### config.mk
export PLATFORM = sky130hd
export DESIGN_NAME = query_string_splitter_url_decoder
export DESIGN_NICKNAME = d
export VERILOG_FILES = /design/src/hw/rtl/qssud_pkg.sv /design/src/hw/rtl/qssud_front.sv /design/src/hw/rtl/qssud_queue.sv /design/src/hw/rtl/qssud_back.sv /design/src/hw/rtl/query_string_splitter_url_decoder.sv
export SDC_FILE = /design/constraint.sdc
export NUM_CORES = 1
export LEC_CHECK = 0
export BUFFER_PORTS_ARGS = -buffer_cell sky130_fd_sc_hd__buf_4
export CAP_MARGIN = 15
export CORE_MARGIN = 2
export CORE_UTILIZATION = 53
export DETAILED_ROUTE_END_ITERATION = 8
export HOLD_SLACK_MARGIN = 0.1
export PLACE_DENSITY = 0.68
export SLEW_MARGIN = 20
export SYNTH_ARGS = -nofsm -noshare
export SYNTH_HDL_FRONTEND = slang
export SYNTH_SLANG_ARGS = --single-unit
export TNS_END_PERCENT = 30
### constraint.sdc
create_clock -name clock -period 16.3 [get_ports clock]
set_clock_uncertainty 0.2 [all_clocks]
set_input_delay 1.63 -clock clock [delete_from_list [all_inputs] [get_ports clock]]
set_output_delay 1.63 -clock clock [all_outputs]
set_load 0.01 [all_outputs]
### src/hw/rtl/qssud_pkg.sv
`default_nettype none
// ----------------------------------------------------------------------------
// qssud_pkg: shared types and helpers of the query string splitter
// Result and bundle types, character codes, part modes and the per-byte
// parse functions used by the front end.
// ----------------------------------------------------------------------------
package qssud_pkg;

   // Character codes
   localparam logic [7:0] CH_PERCENT = 8'h25;
   localparam logic [7:0] CH_PLUS    = 8'h2B;
   localparam logic [7:0] CH_SPACE   = 8'h20;
   localparam logic [7:0] CH_AMP     = 8'h26;
   localparam logic [7:0] CH_EQUAL   = 8'h3D;
   localparam logic [7:0] CH_ZERO    = 8'h30;
   localparam logic [7:0] CH_NINE    = 8'h39;
   localparam logic [7:0] CH_LC_A    = 8'h61;
   localparam logic [7:0] CH_LC_F    = 8'h66;
   localparam logic [7:0] CH_UC_A    = 8'h41;
   localparam logic [7:0] CH_UC_F    = 8'h46;

   // Part modes
   localparam logic [1:0] MODE_START = 2'd0;
   localparam logic [1:0] MODE_KEY   = 2'd1;
   localparam logic [1:0] MODE_VALUE = 2'd2;
   localparam logic [1:0] MODE_DROP  = 2'd3;

   // Escape stages
   localparam logic [1:0] ESC_NONE  = 2'd0;
   localparam logic [1:0] ESC_PCT   = 2'd1;
   localparam logic [1:0] ESC_DIGIT = 2'd2;

   localparam int unsigned MAX_RES = 3;

   // One result beat without its last flag
   typedef struct packed {
      logic [7:0] out_byte;
      logic       byte_valid;
      logic       in_value;
      logic       pair_end;
   } res_type;

   // All results caused by one input byte
   typedef struct packed {
      logic [1:0]  cnt;
      res_type [MAX_RES-1:0] res;
   } bundle_type;

   // Parser state plus the bundle being built
   typedef struct packed {
      logic [1:0] mode;
      logic [1:0] stage;
      logic [7:0] held;
      bundle_type bund;
   } work_type;

   function automatic logic is_hex(input logic [7:0] c);
      return (c >= CH_ZERO && c <= CH_NINE) || (c >= CH_LC_A && c <= CH_LC_F) ||
             (c >= CH_UC_A && c <= CH_UC_F);
   endfunction

   function automatic logic [3:0] hex_val(input logic [7:0] c);
      logic [7:0] v;
      begin
         v = 8'd0;
         if (c >= CH_ZERO && c <= CH_NINE) begin
            v = c - CH_ZERO;
         end else if (c >= CH_LC_A && c <= CH_LC_F) begin
            v = c - CH_LC_A + 8'd10;
         end else if (c >= CH_UC_A && c <= CH_UC_F) begin
            v = c - CH_UC_A + 8'd10;
         end
         return v[3:0];
      end
   endfunction

   // Append one result, tagged with the current part mode
   function automatic work_type do_push(input work_type w, input logic [7:0] b,
                                        input logic valid, input logic pend);
      work_type r;
      res_type  e;
      begin
         r = w;
         e.out_byte   = b;
         e.byte_valid = valid;
         e.in_value   = (w.mode == MODE_VALUE);
         e.pair_end   = pend;
         case (w.bund.cnt)
            2'd0: begin
               r.bund.res[0] = e;
               r.bund.cnt    = 2'd1;
            end
            2'd1: begin
               r.bund.res[1] = e;
               r.bund.cnt    = 2'd2;
            end
            2'd2: begin
               r.bund.res[2] = e;
               r.bund.cnt    = 2'd3;
            end
            default: begin
               r = w;
            end
         endcase
         return r;
      end
   endfunction

   // Handle one raw byte with no escape pending
   function automatic work_type do_feed(input work_type w, input logic [7:0] c);
      work_type r;
      begin
         r = w;
         if (r.mode == MODE_DROP) begin
            if (c == CH_AMP) begin
               r.mode = MODE_START;
            end
         end else if (c == CH_AMP) begin
            if (r.mode == MODE_KEY || r.mode == MODE_VALUE) begin
               r = do_push(r, 8'd0, 1'b0, 1'b1);
            end
            r.mode = MODE_START;
         end else if (r.mode == MODE_START && c == CH_EQUAL) begin
            r.mode = MODE_DROP;
         end else begin
            if (r.mode == MODE_START) begin
               r.mode = MODE_KEY;
            end
            if (c == CH_EQUAL && r.mode == MODE_KEY) begin
               r.mode = MODE_VALUE;
            end else if (c == CH_PERCENT) begin
               r.stage = ESC_PCT;
            end else begin
               r = do_push(r, (c == CH_PLUS) ? CH_SPACE : c, 1'b1, 1'b0);
            end
         end
         return r;
      end
   endfunction

endpackage
`default_nettype wire

### src/hw/rtl/qssud_front.sv
`default_nettype none
// ----------------------------------------------------------------------------
// qssud_front: byte parser
// Accepts one raw byte per cycle unless queue_full, tracks part mode and
// escapes, and builds the bundle of up to three results that the byte causes.
// ----------------------------------------------------------------------------
module qssud_front (
   input  wire                     clock,
   input  wire                     reset,
   input  wire                     req_valid,
   output logic                    req_stall,
   input  wire  [7:0]              req_in_byte,
   input  wire                     req_end_of_query,
   input  wire                     queue_full,
   output logic                    push,
   output qssud_pkg::bundle_type   push_bundle
);
   import qssud_pkg::*;

   logic [1:0] mode_ff, mode_in;
   logic [1:0] stage_ff, stage_in;
   logic [7:0] held_ff, held_in;
   logic [1:0] end_stage;
   logic       accept;
   work_type   w;

   assign req_stall = queue_full;
   assign accept    = req_valid & ~queue_full;

   // Parse the incoming byte against the current state
   always_comb begin
      w.mode      = mode_ff;
      w.stage     = stage_ff;
      w.held      = held_ff;
      w.bund      = '0;
      end_stage   = ESC_NONE;

      if (stage_ff == ESC_PCT) begin
         if (is_hex(req_in_byte)) begin
            w.held  = req_in_byte;
            w.stage = ESC_DIGIT;
         end else begin
            w.stage = ESC_NONE;
            w = do_push(w, CH_PERCENT, 1'b1, 1'b0);
            w = do_feed(w, req_in_byte);
         end
      end else if (stage_ff == ESC_DIGIT) begin
         w.stage = ESC_NONE;
         if (is_hex(req_in_byte)) begin
            w = do_push(w, {hex_val(held_ff), hex_val(req_in_byte)}, 1'b1, 1'b0);
         end else begin
            w = do_push(w, CH_PERCENT, 1'b1, 1'b0);
            w = do_feed(w, held_ff);
            w = do_feed(w, req_in_byte);
         end
      end else begin
         w = do_feed(w, req_in_byte);
      end

      // Flush a pending escape and close the pair at the end of the query
      if (req_end_of_query) begin
         end_stage = w.stage;
         if (end_stage != ESC_NONE) begin
            w.stage = ESC_NONE;
            w = do_push(w, CH_PERCENT, 1'b1, 1'b0);
            if (end_stage == ESC_DIGIT) begin
               w = do_feed(w, w.held);
            end
         end
         if (w.mode == MODE_KEY || w.mode == MODE_VALUE) begin
            case (w.bund.cnt)
               2'd1: w.bund.res[0].pair_end = 1'b1;
               2'd2: w.bund.res[1].pair_end = 1'b1;
               2'd3: w.bund.res[2].pair_end = 1'b1;
               default: w = do_push(w, 8'd0, 1'b0, 1'b1);
            endcase
         end
         w.mode  = MODE_START;
         w.stage = ESC_NONE;
         w.held  = 8'd0;
      end
   end

   assign mode_in     = accept ? w.mode  : mode_ff;
   assign stage_in    = accept ? w.stage : stage_ff;
   assign held_in     = accept ? w.held  : held_ff;
   assign push        = accept && (w.bund.cnt != 2'd0);
   assign push_bundle = w.bund;

   // Advance the parser state
   always_ff @(posedge clock) begin
      if (reset) begin
         mode_ff  <= MODE_START;
         stage_ff <= ESC_NONE;
         held_ff  <= 8'd0;
      end else begin
         mode_ff  <= mode_in;
         stage_ff <= stage_in;
         held_ff  <= held_in;
      end
   end

endmodule
`default_nettype wire

### src/hw/rtl/qssud_queue.sv
`default_nettype none
// ----------------------------------------------------------------------------
// qssud_queue: bundle queue
// Short first-in first-out queue of result bundles between parser and
// output sequencer.
// ----------------------------------------------------------------------------
module qssud_queue #(
   parameter int unsigned DEPTH = 4
) (
   input  wire                     clock,
   input  wire                     reset,
   input  wire                     push,
   input  qssud_pkg::bundle_type   push_bundle,
   input  wire                     pop,
   output qssud_pkg::bundle_type   head,
   output logic                    empty,
   output logic                    full
);
   import qssud_pkg::*;

   localparam int unsigned PTR_W = (DEPTH > 1) ? $clog2(DEPTH) : 1;
   localparam int unsigned CNT_W = $clog2(DEPTH + 1);
   localparam logic [PTR_W-1:0] PTR_LAST = PTR_W'(DEPTH - 1);
   localparam logic [CNT_W-1:0] CNT_FULL = CNT_W'(DEPTH);

   bundle_type        entry_ff [DEPTH];
   logic [PTR_W-1:0]  wr_ptr_ff, wr_ptr_in;
   logic [PTR_W-1:0]  rd_ptr_ff, rd_ptr_in;
   logic [CNT_W-1:0]  count_ff, count_in;
   logic              do_push;
   logic              do_pop;

   assign empty   = (count_ff == '0);
   assign full    = (count_ff == CNT_FULL);
   assign head    = entry_ff[rd_ptr_ff];
   assign do_push = push & ~full;
   assign do_pop  = pop & ~empty;

   // Advance pointers with wrap at the last entry
   assign wr_ptr_in = do_push ? ((wr_ptr_ff == PTR_LAST) ? '0 : wr_ptr_ff + 1'b1)
                              : wr_ptr_ff;
   assign rd_ptr_in = do_pop  ? ((rd_ptr_ff == PTR_LAST) ? '0 : rd_ptr_ff + 1'b1)
                              : rd_ptr_ff;

   always_comb begin
      count_in = count_ff;
      if (do_push && !do_pop) begin
         count_in = count_ff + 1'b1;
      end else if (do_pop && !do_push) begin
         count_in = count_ff - 1'b1;
      end
   end

   // Store incoming bundle
   always_ff @(posedge clock) begin
      if (do_push) begin
         entry_ff[wr_ptr_ff] <= push_bundle;
      end
   end

   always_ff @(posedge clock) begin
      if (reset) begin
         wr_ptr_ff <= '0;
         rd_ptr_ff <= '0;
         count_ff  <= '0;
      end else begin
         wr_ptr_ff <= wr_ptr_in;
         rd_ptr_ff <= rd_ptr_in;
         count_ff  <= count_in;
      end
   end

endmodule
`default_nettype wire

### src/hw/rtl/qssud_back.sv
`default_nettype none
// ----------------------------------------------------------------------------
// qssud_back: output sequencer
// Walks the results of the head bundle one beat at a time and releases the
// bundle after its last beat is taken.
// ----------------------------------------------------------------------------
module qssud_back (
   input  wire                     clock,
   input  wire                     reset,
   input  qssud_pkg::bundle_type   head,
   input  wire                     empty,
   output logic                    pop,
   output logic                    rsp_valid,
   input  wire                     rsp_stall,
   output logic [7:0]              rsp_out_byte,
   output logic                    rsp_byte_valid,
   output logic                    rsp_in_value,
   output logic                    rsp_pair_end,
   output logic                    rsp_last
);
   import qssud_pkg::*;

   logic [1:0] slot_ff, slot_in;
   res_type    cur;
   logic       take;

   // Select the current result of the head bundle
   always_comb begin
      case (slot_ff)
         2'd0:    cur = head.res[0];
         2'd1:    cur = head.res[1];
         2'd2:    cur = head.res[2];
         default: cur = head.res[0];
      endcase
   end

   assign rsp_valid      = ~empty;
   assign rsp_out_byte   = cur.out_byte;
   assign rsp_byte_valid = cur.byte_valid;
   assign rsp_in_value   = cur.in_value;
   assign rsp_pair_end   = cur.pair_end;
   assign rsp_last       = (slot_ff == head.cnt - 2'd1);
   assign take           = ~empty & ~rsp_stall;
   assign pop            = take & rsp_last;

   // Advance to the next beat, back to the first on a bundle's last
   assign slot_in = take ? (rsp_last ? 2'd0 : slot_ff + 2'd1) : slot_ff;

   always_ff @(posedge clock) begin
      if (reset) begin
         slot_ff <= 2'd0;
      end else begin
         slot_ff <= slot_in;
      end
   end

endmodule
`default_nettype wire

### src/hw/rtl/query_string_splitter_url_decoder.sv
`default_nettype none
// ----------------------------------------------------------------------------
// query_string_splitter_url_decoder: query string splitter and percent decoder
// Splits a URL query string into key/value pairs and percent-decodes them.
// ----------------------------------------------------------------------------
// Takes one raw byte of a query string per cycle while the queue has room
// and returns its decoded bytes, each tagged key or value, with the end of
// every pair flagged and the final beat of each input byte marked by
// rsp_last. Each input byte causes zero to three result beats; an ordinary
// byte causes one, so while results are not stalled the block sustains one
// byte per cycle, and a malformed escape or the end of the query adds up to
// two extra beats. The parser decides all results of a byte in the cycle it
// is accepted and queues them as one bundle; the output side sends one beat
// per cycle unless stalled, so the single output port sets the long-run rate
// at one result beat per cycle. Up to QUEUE_DEPTH bundles wait between the
// sides; a byte is taken whenever the queue has room, even if results stall.
// ----------------------------------------------------------------------------
module query_string_splitter_url_decoder #(
   parameter int unsigned QUEUE_DEPTH = 4
) (
   input  wire        clock,
   input  wire        reset,
   input  wire        req_valid,
   output logic       req_stall,
   input  wire  [7:0] req_in_byte,
   input  wire        req_end_of_query,
   output logic       rsp_valid,
   input  wire        rsp_stall,
   output logic [7:0] rsp_out_byte,
   output logic       rsp_byte_valid,
   output logic       rsp_in_value,
   output logic       rsp_pair_end,
   output logic       rsp_last
);
   import qssud_pkg::*;

   logic       push;
   logic       pop;
   logic       empty;
   logic       full;
   bundle_type push_bundle;
   bundle_type head;

   // Parse incoming bytes
   qssud_front u_front (
      .clock            (clock),
      .reset            (reset),
      .req_valid        (req_valid),
      .req_stall        (req_stall),
      .req_in_byte      (req_in_byte),
      .req_end_of_query (req_end_of_query),
      .queue_full       (full),
      .push             (push),
      .push_bundle      (push_bundle)
   );

   // Hold bundles between the two sides
   qssud_queue #(
      .DEPTH (QUEUE_DEPTH)
   ) u_queue (
      .clock       (clock),
      .reset       (reset),
      .push        (push),
      .push_bundle (push_bundle),
      .pop         (pop),
      .head        (head),
      .empty       (empty),
      .full        (full)
   );

   // Send results one beat at a time
   qssud_back u_back (
      .clock          (clock),
      .reset          (reset),
      .head           (head),
      .empty          (empty),
      .pop            (pop),
      .rsp_valid      (rsp_valid),
      .rsp_stall      (rsp_stall),
      .rsp_out_byte   (rsp_out_byte),
      .rsp_byte_valid (rsp_byte_valid),
      .rsp_in_value   (rsp_in_value),
      .rsp_pair_end   (rsp_pair_end),
      .rsp_last       (rsp_last)
   );

endmodule
`default_nettype wire
==> flow_results.xml <==
<?xml version="1.0" encoding="UTF-8"?>
<metrics>
  <group name="worst_setup_path">
    <metric name="library_cell_appearing_most_often_on_the_critical_path" unit="">sky130_fd_sc_hd__ha_1</metric>
    <metric name="critical_path_peak_fanout" unit="">10</metric>
    <metric name="worst_path_max_stage_delay" unit="ns">0.81</metric>
    <metric name="end_kind" unit="">register</metric>
    <metric name="worst-path-buf-inv" unit="">4</metric>
    <metric name="criticalPathCategory" unit="">in -&gt; reg</metric>
    <metric name="r2r-end" unit="">u_queue.count_ff[2]</metric>
    <metric name="crit_family" unit="">compound AO/OA/AOI/OAI gates</metric>
    <metric name="timing.critical_path.slowest_stage_cell" unit="">sky130_fd_sc_hd__a211oi_1</metric>
    <metric name="ff2ff_path_depth" unit="">22</metric>
    <metric name="type_of_origin_of_the_critical_path" unit="">input pin</metric>
    <metric name="crit_arrival" unit="ns">6.75</metric>
    <metric name="reg_to_reg_start" unit="">u_front.mode_ff[0]</metric>
    <metric name="path_cells" unit="">buf_4 &gt; inv_1 &gt; ha_1 &gt; inv_1 &gt; o2111ai_1 &gt; a211oi_1 &gt; o221a_2 &gt; a211oi_1 &gt; ha_1 &gt; nor3_4 &gt; a21oi_1 &gt; ha_1 &gt; a311oi_1 &gt; or2_1 &gt; ha_1 &gt; inv_1 &gt; fa_1 &gt; xor2_1 &gt; or3_1 &gt; a21oi_1</metric>
    <metric name="worst-endpoint-required" unit="ns">16.44</metric>
    <metric name="worst-r2r-setup-slack" unit="ns">9.81</metric>
  </group>
  <group name="run">
    <metric name="max_cap_violations" unit="">0</metric>
  </group>
  <group name="drt">
    <metric name="drc_errors" unit="">0</metric>
    <metric name="drt_iter0_drc" unit="">565</metric>
    <metric name="first_pass_iters" unit="">5</metric>
    <metric name="avgViaCountPerCell" unit="">6.40</metric>
    <metric name="detail_route.wirelength" unit="um">21600</metric>
    <metric name="via_count" unit="">5892</metric>
    <metric name="drt-wirelength-per-cell" unit="um">23.4</metric>
    <metric name="drtAntennaViolNets" unit="">0</metric>
  </group>
  <group name="synthesis">
    <metric name="ys_dominant_reg_cell" unit="">sky130_fd_sc_hd__edfxtp_1</metric>
    <metric name="netlist_instances" unit="">671</metric>
    <metric name="synth-compound-area-share" unit="">0.142</metric>
    <metric name="synth_area_in_adders" unit="">0.0435</metric>
    <metric name="synth_simple_gate_area_frac" unit="">0.131</metric>
    <metric name="synthMuxAreaShare" unit="">0.100</metric>
    <metric name="synth_top_family_by_area" unit="">compound AO/OA/AOI/OAI gates</metric>
    <metric name="ys_seq_elements" unit="">163</metric>
    <metric name="asyncSetResetFlopFracSynth" unit="">0</metric>
    <metric name="synth.yosys.seq_area_share" unit="">0.548</metric>
    <metric name="yosys.area_share.xor_xnor" unit="">0.00617</metric>
    <metric name="synthTopCellsByArea" unit="">sky130_fd_sc_hd__edfxtp_1 49%, sky130_fd_sc_hd__mux4_2 9.3%, sky130_fd_sc_hd__dfxtp_1 5.4%, sky130_fd_sc_hd__ha_1 4.1%, sky130_fd_sc_hd__o21ai_0 2.2%</metric>
    <metric name="leading_area_contributor_after_synthesis" unit="">sky130_fd_sc_hd__edfxtp_1</metric>
    <metric name="synth_area" unit="mm^2">0.00852</metric>
    <metric name="ys_types" unit="">84</metric>
    <metric name="number_of_enable_type_register_cells_in_the_synthesized_netlist" unit="">140</metric>
    <metric name="synth_fp_nets" unit="">713</metric>
    <metric name="yosys_warns" unit="">0</metric>
    <metric name="synthesis.area_per_instance" unit="um^2">12.7</metric>
    <metric name="post-synth-top-area-fraction" unit="">0.494</metric>
  </group>
  <group name="power">
    <metric name="pwr_density_cell" unit="mW/mm^2">130</metric>
    <metric name="p_total" unit="W">0.00123</metric>
    <metric name="vdd_ir_drop_max" unit="mV">0.0791</metric>
    <metric name="power.leakage" unit="nW">3.27</metric>
  </group>
  <group name="clock_tree">
    <metric name="post_cts_resized" unit="">0</metric>
    <metric name="cts_num_sinks" unit="">163</metric>
    <metric name="clk_latency" unit="ns">0.41</metric>
    <metric name="cts_tree" unit="">yes</metric>
    <metric name="clock_tree.root_cell" unit="">sky130_fd_sc_hd__clkbuf_16</metric>
    <metric name="worst_setup_hold_path_clk_slew" unit="ns">0.07</metric>
    <metric name="cts.repair_timing.setup_buffer_count" unit="">0</metric>
    <metric name="holdBufCountCts" unit="">0</metric>
    <metric name="clock_tree.buffer_depth" unit="">2</metric>
    <metric name="cts-buffers-inserted" unit="">17</metric>
    <metric name="cts_htree_levels" unit="">4</metric>
  </group>
  <group name="sta">
    <metric name="slew_violations" unit="">0</metric>
    <metric name="setup_viol" unit="">0</metric>
    <metric name="final.period_utilization" unit="">0.406</metric>
    <metric name="max_transition_margin" unit="">0.413</metric>
    <metric name="fmax" unit="MHz">151</metric>
    <metric name="finalWorstPathRequiredPeriod" unit="ns">6.61</metric>
    <metric name="setup_repair_after_global_routing_missed_its_margin" unit="">no</metric>
    <metric name="worst_pin_slew" unit="ns">0.876</metric>
    <metric name="setup_tns" unit="ns">0</metric>
    <metric name="hold_violations" unit="">0</metric>
  </group>
  <group name="floorplan">
    <metric name="boundaryPins" unit="">27</metric>
    <metric name="fp-row-count" unit="">46</metric>
    <metric name="dieWidth" unit="um">131</metric>
    <metric name="placeableCoreArea" unit="mm^2">0.0158</metric>
    <metric name="start_util" unit="">0.540</metric>
    <metric name="chipHeight" unit="um">131</metric>
    <metric name="design.die.area" unit="mm^2">0.0171</metric>
  </group>
  <group name="cells_and_area">
    <metric name="layout-drive-gt1-share" unit="">0.182</metric>
    <metric name="synthToLayoutAreaGrowth" unit="%">11.1</metric>
    <metric name="num-nets-final" unit="">733</metric>
    <metric name="insertedDiodeCount" unit="">0</metric>
  </group>
  <group name="hold_path">
    <metric name="timing.hold.worst.class" unit="">reg -&gt; reg</metric>
    <metric name="min_delay_path_depth" unit="">2</metric>
    <metric name="hold_path_startpoint" unit="">u_queue.rd_ptr_ff[0]</metric>
  </group>
  <group name="status">
    <metric name="outcome" unit="">finished clean</metric>
  </group>
  <group name="place">
    <metric name="gp_congestion" unit="">0.976</metric>
    <metric name="numPortBuffers" unit="">26</metric>
    <metric name="hpwl" unit="um">14900</metric>
  </group>
  <group name="global_route">
    <metric name="grt_first_pass_wirelength" unit="um">32900</metric>
    <metric name="maximum_number_of_pins_on_one_net_before_global_route_repair" unit="">36</metric>
    <metric name="gr-total-overflow" unit="">0</metric>
    <metric name="first_global_vias" unit="">5749</metric>
    <metric name="global_route.usage.total" unit="">0.263</metric>
    <metric name="grt_antenna_before_repair" unit="">0</metric>
  </group>
</metrics>
[through the flow]
stage / hold slack (ns) / setup WS, ns / instance area (um^2) / utilization / std cells
2_1_floorplan: 0.262 / 10.05 / 8520 / - / 671
6_report: 0.306 / 9.69 / 9460 / 0.600 / 920
3_5_place_dp: 0.286 / 9.22 / 8900 / 0.565 / 888
3_3_place_gp: 0.275 / 9.61 / 8900 / 0.565 / 888
4_1_cts: 0.304 / 9.65 / 9460 / 0.600 / 920
5_1_grt: 0.318 / 9.28 / 9460 / 0.600 / 920
[worst max path at each step]
| stage | start | endpoint | slack (ns) | depth (start not counted) |
|---|---|---|---|---|
| 6_report | req_in_byte[0] | u_queue.count_ff[2] | 9.69 | 20 |
| 5_1_grt | u_front.mode_ff[0] | u_queue.count_ff[2] | 9.28 | 22 |
| 4_1_cts | req_in_byte[0] | u_queue.count_ff[2] | 9.65 | 20 |
| 3_5_place_dp | req_in_byte[0] | u_queue.count_ff[2] | 9.22 | 20 |
| 3_3_place_gp | req_in_byte[0] | u_queue.count_ff[2] | 9.61 | 20 |
| 2_1_floorplan | req_in_byte[5] | u_queue.count_ff[2] | 10.05 | 22 |
[state kept, by name (all words and copies together), names as in the netlist, named ones only]
signal / cells
u_back.slot_ff: 2
u_front.held_ff: 8
u_front.mode_ff: 2
u_front.stage_ff: 2
u_queue.count_ff: 3
u_queue.entry_ff: 140
u_queue.rd_ptr_ff: 2
u_queue.wr_ptr_ff: 2
[cells in the mapped netlist, types with 4 or more instances]
library cell	count
sky130_fd_sc_hd__a31oi_1	4
sky130_fd_sc_hd__or3_1	6
sky130_fd_sc_hd__clkbuf_1	19
sky130_fd_sc_hd__nand2b_1	9
sky130_fd_sc_hd__edfxtp_1	140
sky130_fd_sc_hd__nor2_1	44
sky130_fd_sc_hd__nand3_1	13
sky130_fd_sc_hd__a22o_1	4
sky130_fd_sc_hd__inv_1	24
sky130_fd_sc_hd__a211oi_1	6
sky130_fd_sc_hd__and3_1	7
sky130_fd_sc_hd__nor2b_1	10
sky130_fd_sc_hd__a22oi_1	18
sky130_fd_sc_hd__a21oi_1	25
sky130_fd_sc_hd__xnor2_1	4
sky130_fd_sc_hd__o21ai_0	37
sky130_fd_sc_hd__buf_2	7
sky130_fd_sc_hd__mux2i_1	5
sky130_fd_sc_hd__ha_1	28
sky130_fd_sc_hd__o211ai_1	4
sky130_fd_sc_hd__and2_1	8
sky130_fd_sc_hd__nor3_1	17
sky130_fd_sc_hd__o22ai_1	4
sky130_fd_sc_hd__nand2_1	48
sky130_fd_sc_hd__a221o_1	4
sky130_fd_sc_hd__mux4_2	35
sky130_fd_sc_hd__dfxtp_1	23
sky130_fd_sc_hd__a31o_2	4
sky130_fd_sc_hd__nor3b_1	5
sky130_fd_sc_hd__o31ai_1	9
sky130_fd_sc_hd__buf_1	7
sky130_fd_sc_hd__a21o_1	5
[cell type report]
cell class | count | area [um^2]
Fill cell | 1269 | 6310
Sequential cell | 163 | 4670
Multi-Input combinational cell | 448 | 3600
Clock buffer | 17 | 425
Timing Repair Buffer | 37 | 278
Tap cell | 216 | 270
Clock inverter | 15 | 131
Inverter | 24 | 90.1
[layout by cell type, fill, tap and decap left out, types with 5 or more instances in the layout]
cell	count
sky130_fd_sc_hd__clkbuf_16	17
sky130_fd_sc_hd__nor3_1	17
sky130_fd_sc_hd__nor2b_1	10
sky130_fd_sc_hd__ha_1	28
sky130_fd_sc_hd__nor2_1	44
sky130_fd_sc_hd__a22oi_1	18
sky130_fd_sc_hd__o31ai_1	9
sky130_fd_sc_hd__and3_1	7
sky130_fd_sc_hd__nand3_1	13
sky130_fd_sc_hd__mux4_2	35
sky130_fd_sc_hd__inv_1	24
sky130_fd_sc_hd__and2_1	8
sky130_fd_sc_hd__mux2i_1	5
sky130_fd_sc_hd__a211oi_1	6
sky130_fd_sc_hd__buf_4	37
sky130_fd_sc_hd__nor3b_1	5
sky130_fd_sc_hd__o21ai_0	37
sky130_fd_sc_hd__a21o_1	5
sky130_fd_sc_hd__or3_1	6
sky130_fd_sc_hd__a21oi_1	25
sky130_fd_sc_hd__nand2_1	48
sky130_fd_sc_hd__nand2b_1	9
sky130_fd_sc_hd__dfxtp_1	22
sky130_fd_sc_hd__edfxtp_1	140
[per-layer routing]
layer,up-vias,track usage,share of wire
met4,0,0.109,0.028
met3,36,0.0366,0.054
met1,2943,0.359,0.43
met2,232,0.426,0.49
li1,2681,-,-
met5,-,0,0
[worst register-to-register path, stage by stage (launching register included)]
cell and delay (ns):
sky130_fd_sc_hd__dfxtp_1 0.40, sky130_fd_sc_hd__inv_1 0.16, sky130_fd_sc_hd__ha_1 0.28, sky130_fd_sc_hd__o21bai_1 0.35, sky130_fd_sc_hd__nand4_1 0.23, sky130_fd_sc_hd__a21oi_1 0.51
sky130_fd_sc_hd__ha_1 0.63, sky130_fd_sc_hd__o32ai_1 0.20, sky130_fd_sc_hd__nand3_1 0.12, sky130_fd_sc_hd__a32o_1 0.23, sky130_fd_sc_hd__inv_1 0.09, sky130_fd_sc_hd__ha_1 0.22
sky130_fd_sc_hd__nor3_4 0.37, sky130_fd_sc_hd__a21oi_1 0.14, sky130_fd_sc_hd__ha_1 0.37, sky130_fd_sc_hd__a311oi_1 0.27, sky130_fd_sc_hd__or2_1 0.27, sky130_fd_sc_hd__ha_1 0.23
sky130_fd_sc_hd__inv_1 0.07, sky130_fd_sc_hd__fa_1 0.43, sky130_fd_sc_hd__xor2_1 0.18, sky130_fd_sc_hd__or3_1 0.31, sky130_fd_sc_hd__a21oi_1 0.18
[power by group]
part | internal (W) | total (W) | leakage, nW | switching (W)
clock | 0.000211 | 0.000373 | 0.263 | 0.000161
combinational | 0.000132 | 0.000308 | 1.51 | 0.000176
sequential | 0.000529 | 0.000549 | 1.50 | 0.0000200
total | 0.000872 | 0.00123 | 3.27 | 0.000357
[kinds of logic after synthesis]
group,after synthesis
fa+ha+maj,29
buf+inv,60
flops,163
compound gates,169
simple gates,203
mux,41
xor+xnor,6
Note: power is estimated with default switching activity, not from simulation.
